## config.mk

```make
export PLATFORM = sky130hd
export DESIGN_NAME = hkvt_remainder
export DESIGN_NICKNAME = d
export VERILOG_FILES = /design/src/rtl/hash_key_value_table_defines.svh /design/src/rtl/hkvt_pkg.sv /design/src/rtl/hkvt_remainder.sv
export SDC_FILE = /design/constraint.sdc
export NUM_CORES = 1
export LEC_CHECK = 0
export ABC_AREA = 1
export BUFFER_PORTS_ARGS = -buffer_cell sky130_fd_sc_hd__buf_2
export CAP_MARGIN = 10
export CORE_MARGIN = 1.5
export CORE_UTILIZATION = 47
export CTS_BUF_LIST = sky130_fd_sc_hd__clkbuf_16
export DETAILED_ROUTE_END_ITERATION = 8
export GPL_TIMING_DRIVEN = 0
export MAX_ROUTING_LAYER = met4
export PLACE_DENSITY_LB_ADDON = 0.15
export SYNTH_ARGS = -nofsm -noshare
export SYNTH_HDL_FRONTEND = slang
export SYNTH_SLANG_ARGS = --single-unit
```

## constraint.sdc

```tcl
create_clock -name clk -period 2.15 [get_ports clk]
set_input_delay 0 -clock clk [delete_from_list [all_inputs] [get_ports clk]]
set_output_delay 0 -clock clk [all_outputs]
set_load 0.005 [all_outputs]
```

## src/rtl/hash_key_value_table_defines.svh

```systemverilog
// Assertion macros for the module that carries checks.
`ifndef HASH_KEY_VALUE_TABLE_DEFINES_SVH
`define HASH_KEY_VALUE_TABLE_DEFINES_SVH

// Same-cycle implication, sampled on clk and disabled in reset.
`define HKVT_CHECK(label, pre, post, msg) \
  label: assert property (@(posedge clk) disable iff (!rst_n) (pre) |-> (post)) \
    else $error(msg);

// Next-cycle implication, sampled on clk and disabled in reset.
`define HKVT_CHECK_NEXT(label, pre, post, msg) \
  label: assert property (@(posedge clk) disable iff (!rst_n) (pre) |=> (post)) \
    else $error(msg);

`endif

```

## src/rtl/hkvt_pkg.sv

```systemverilog
package hkvt_pkg;

  localparam int KEY_W = 64;
  localparam int VAL_W = 64;
  localparam int BUCKETS_DEF = 256;
  localparam int WAYS_DEF = 4;

  localparam logic [1:0] FUNC_SET = 2'd0;
  localparam logic [1:0] FUNC_GET = 2'd1;
  localparam logic [1:0] FUNC_DEL = 2'd2;

  typedef struct packed {
    logic [1:0]       func;
    logic [KEY_W-1:0] key;
    logic [VAL_W-1:0] value;
  } hkvt_in_t;

  typedef struct packed {
    logic             found;
    logic [VAL_W-1:0] read_value;
    logic             status;
  } hkvt_out_t;

  typedef enum logic [2:0] {
    ST_CLEAR,
    ST_IDLE,
    ST_HASH,
    ST_ROWRD,
    ST_KEYRD,
    ST_KEYCMP,
    ST_EXEC,
    ST_RESP
  } hkvt_state_t;

  // Address width for a store of n entries, never below one bit.
  function automatic int addr_w(input int n);
    return (n > 1) ? $clog2(n) : 1;
  endfunction

endpackage

```

## src/rtl/hkvt_remainder.sv

```systemverilog
module hkvt_remainder #(
  parameter int BUCKETS = hkvt_pkg::BUCKETS_DEF
) (
  input  logic                                  clk,
  input  logic                                  rst_n,
  input  logic                                  start,
  input  logic [hkvt_pkg::KEY_W-1:0]            key,
  output logic                                  done,
  output logic [hkvt_pkg::addr_w(BUCKETS)-1:0]  rem
);

  localparam int BW     = hkvt_pkg::addr_w(BUCKETS);
  localparam int DIGITS = hkvt_pkg::KEY_W / 16;
  // Reciprocal of the bucket count, scaled by 2^32.
  localparam logic [32:0] RECIP   = 33'((64'd1 << 32) / 64'(BUCKETS));
  localparam logic [31:0] DIVISOR = 32'(BUCKETS);

  logic                       busy_r, busy_nxt;
  logic                       done_r, done_nxt;
  logic                       phase_r, phase_nxt;
  logic [1:0]                 cnt_r, cnt_nxt;
  logic [hkvt_pkg::KEY_W-1:0] sh_r, sh_nxt;
  logic [BW-1:0]              rem_r, rem_nxt;
  logic [31:0]                quo_r, quo_nxt;
  logic [31:0]                part;
  logic [63:0]                prod;
  logic [31:0]                diff;

  // The key is reduced sixteen bits at a time, top digit first. Each digit goes through
  // a quotient estimate from the scaled reciprocal and then the remainder. The estimate is
  // never more than one too small, so one subtraction corrects it.
  always_comb begin
    part      = {16'(rem_r), sh_r[hkvt_pkg::KEY_W-1 -: 16]};
    prod      = 64'(part) * 64'(RECIP);
    diff      = part - 32'(64'(quo_r) * 64'(DIVISOR));
    busy_nxt  = busy_r;
    done_nxt  = 1'b0;
    phase_nxt = phase_r;
    cnt_nxt   = cnt_r;
    sh_nxt    = sh_r;
    rem_nxt   = rem_r;
    quo_nxt   = quo_r;
    if (start && !busy_r) begin
      busy_nxt  = 1'b1;
      phase_nxt = 1'b0;
      cnt_nxt   = '0;
      sh_nxt    = key;
      rem_nxt   = '0;
    end else if (busy_r) begin
      if (!phase_r) begin
        quo_nxt   = prod[63:32];
        phase_nxt = 1'b1;
      end else begin
        if (diff >= DIVISOR) begin
          rem_nxt = BW'(diff - DIVISOR);
        end else begin
          rem_nxt = BW'(diff);
        end
        sh_nxt    = {sh_r[hkvt_pkg::KEY_W-17:0], 16'd0};
        cnt_nxt   = cnt_r + 2'd1;
        phase_nxt = 1'b0;
        if (cnt_r == 2'(DIGITS - 1)) begin
          busy_nxt = 1'b0;
          done_nxt = 1'b1;
        end
      end
    end
  end

  always_ff @(posedge clk) begin
    if (!rst_n) begin
      busy_r  <= 1'b0;
      done_r  <= 1'b0;
      phase_r <= 1'b0;
      cnt_r   <= '0;
    end else begin
      busy_r  <= busy_nxt;
      done_r  <= done_nxt;
      phase_r <= phase_nxt;
      cnt_r   <= cnt_nxt;
    end
  end

  always_ff @(posedge clk) begin
    sh_r  <= sh_nxt;
    rem_r <= rem_nxt;
    quo_r <= quo_nxt;
  end

  assign done = done_r;
  assign rem  = rem_r;

endmodule

```

==> metrics.md <==
| Metric | Value |
|---|---|
| Status | complete, no violations |
| RSZ-0062 raised after global routing | false |
| Clk pwr share | 36.4% |
| # IOs | 76 |
| Nets | 308 |
| R2R Setup Slk | 0.36 ns |
| Worst IR Drop VDD | 0.000480 V |
| DP Cell Count | 280 |
| # clock sinks | 45 |
| Switching power | 0.000425 W |
| Clk_skew | 0.00420 ns |
| ANT cells | 0 |
| Relative slew margins | 54.7% |
| FF+latch count, synth | 45 |
| Layout area overhead | 23.9% |
| Port Buffers | 42 |
| First-pass GRT wire length | 5730 µm |
| H-tree levels | 2 |
| Post-DR vias/cell | 4.58 |
| Vias | 1323 |
| Slew @ Worst Pin | 0.679 ns |
| Clock Tree Buf Depth | 2 |
| Max-Cap Viols | 0 |
| Hpwl dp | 2270 µm |
| Yosys cell types | 16 |
| Top FF cell, synth | edfxtp_1 |
| Resized Gates After CTS | 0 |
| Crit path top cell by count | nand2_1 |
| Setup TNS | 0 ns |
| Mapped Cells | 189 |
| Vias in the first global route | 1298 |
| GRT Total Usage | 18.8% |
| Layout cells sized above 1 | 25.3% |
| Post-synth ARST share | 0% |
| Final non-filler cell total | 289 |
| Initial drt markers | 77 |
| CTS Buf Count | 5 |
| Sequential Power Share | 53.2% |
| Min-Delay Path Class | in2reg |
| RePlAce Congestion | 0.705 |
| Worst-Skew Late Latency | 0.28 ns |
| Root buffer cell | clkbuf_16 |
| Worst-path clk slew | 0.06 ns |
| Post-layout min period | 1.79 ns |
| Largest net degree at the start of global routing | 21 |
| CP Capture Type | flop |
| Comb power frac | 10.4% |
| Count of flip-flops with a built-in enable after synthesis | 32 |
| Worst setup SP type | flop |
| Synth Net Count | 257 |
| Hold Vio Cnt, Final | 0 |
| Worst-path cell chain | nand2_1 -> buf_4 -> nand2_1 -> buf_16 |
| CP max stage delay | 0.52 ns |
| P_leak | 1.11 nW |
| Data required time of the critical path | 2.14 ns |
| Die W | 66.0 µm |
| Final Setup Violations | 0 |
| CTS tree | built |
| Power consumption | 0.00195 W |
| P_int | 0.00152 W |
| Peak Freq | 0.558 GHz |
| FP Rows | 22 |
| Area of the core | 0.00374 mm² |
| Initial Util | 49.9% |
| Initial antenna violation count | 0 |
| Mean Syn Cell Area | 9.88 µm² |
| Mapped Area | 0.00187 mm² |
| DIE AREA | 0.00436 mm² |
| Yosys warnings | 0 |
| Sw Share | 21.8% |
| Avg WL per Cell | 11.3 µm |
| Crit Path Max Fanout | 20 |
| Post-Route WL | 3260 µm |
| Pre-antenna DRT Iters | 4 |
| Tcrit/Tclk final | 83.4% |
| PwrDens | 842 mW/mm² |
| Seq/Total Area, Yosys | 65.4% |
| WP data arrival | 1.79 ns |
| Max stage delay cell, worst path | nand2_1 |
| Post-route ant nets | 0 |
| Gr ovfl total | 0 |
| Chip height | 66.0 µm |
| WS Path Type | reg2reg |
| Final hold slack | 0.00866 ns |
| Final Max Tran Viols | 0 |
| Post-layout util | 61.8% |
| # DRC | 0 |
-- routing by layer --
layer	GRT usage [%]	vias to the layer above	share of wire, %
li1	-	724	-
met1	20.3	556	43
met2	31.4	35	49
met3	6.13	8	5.7
met4	8.42	0	2.2
met5	-	-	0
-- cell usage after synthesis (4+ instances only) --
cell	n	area, µm²
buf_6	4	45.0
nand2_1	73	274
nand3_1	34	170
inv_1	9	33.8
buf_2	5	25.0
nor2_1	11	41.3
edfxtp_1	32	961
dfxtp_1	13	260
-- flip-flops by register name, summed over array words and instances (netlist names) --
signal   flops
cnt_r        2
busy_r       1
sh_r        32
phase_r      1
done         1
rem          8
-- cell usage in the layout (no fill, tap or decap) --
| master | synthesis | routed |
|---|---|---|
| buf_6 | 4 | 4 |
| a21boi_0 | 1 | 1 |
| clkinv_1 | 1 | 3 |
| clkinv_2 | 0 | 1 |
| nand2_1 | 73 | 73 |
| ha_1 | 1 | 1 |
| nand3_1 | 34 | 34 |
| nand2_4 | 1 | 1 |
| inv_2 | 1 | 1 |
| o21ai_0 | 1 | 1 |
| nor2_1 | 11 | 11 |
| buf_2 | 5 | 47 |
| dlygate4sd3_1 | 0 | 1 |
| inv_1 | 9 | 9 |
| edfxtp_1 | 32 | 32 |
| a21oi_1 | 1 | 1 |
| clkbuf_16 | 0 | 5 |
| buf_16 | 0 | 1 |
| buf_4 | 1 | 1 |
| dfxtp_1 | 13 | 13 |
-- kinds of logic (layout without fill, tap and decap cells) --
kind of cell / Yosys count / count (layout) / share of synthesized area (%)
and+or+nand+nor: 119 / 119 / 26.6
AOI/OAI and AO/OA: 3 / 3 / 0.938
DFF: 45 / 45 / 65.4
buffers and inverters: 21 / 73 / 6.37
adders and majority gates: 1 / 1 / 0.670
-- critical path: cells and delay by family (launching register included) --
kind | cells | cell delay (ns)
flops | 1 | 0.42
simple gates | 2 | 0.65
buf+inv | 2 | 0.43
-- cell type report --
cell class / count / area (µm²)
sequential: 45 / 1220
inverter: 11 / 41.3
fill: 338 / 1430
multi-input combinational: 123 / 527
timing repair buffer: 44 / 248
tap: 48 / 60.1
buffer: 10 / 77.6
clock inverter: 3 / 12.5
clock buffer: 5 / 125
-- final timing paths --
kind	from	end	cells after the start
setup / recovery	busy_r$_SDFF_PN0_	sh_r[2]$_SDFFCE_PP0P_	4
hold / removal	key[7]	sh_r[7]$_SDFFCE_PP0P_	3
setup reg to reg	busy_r$_SDFF_PN0_	sh_r[2]$_SDFFCE_PP0P_	4
hold reg to reg	sh_r[54]$_DFFE_PP_	rem[6]$_SDFFE_PN0P_	2
-- power groups by stage --
stage | Clock (W) | Combinational, W | Sequential (W)
2_1_floorplan | 0 | 0.000123 | 0.00105
3_3_place_gp | 0 | 0.000190 | 0.00105
3_5_place_dp | 0 | 0.000205 | 0.00106
4_1_cts | 0.000732 | 0.000207 | 0.00104
5_1_grt | 0.000765 | 0.000235 | 0.00104
6_report | 0.000709 | 0.000202 | 0.00104
-- repair_timing --
item / CTS / global route
hold buffers: 1 / 0
endpoints found under the hold margin: 2 / 0
buffers inserted: 0 / 0
-- stage by stage --
step / area (µm²) / setup WS, ns
floorplan: 1870 / 0.390
global placement: 2140 / 0.0214
detailed placement: 2160 / 0.355
CTS: 2310 / 0.343
global route: 2310 / 0.215
finish: 2310 / 0.357
Note: power is estimated with default switching activity, not from simulation.
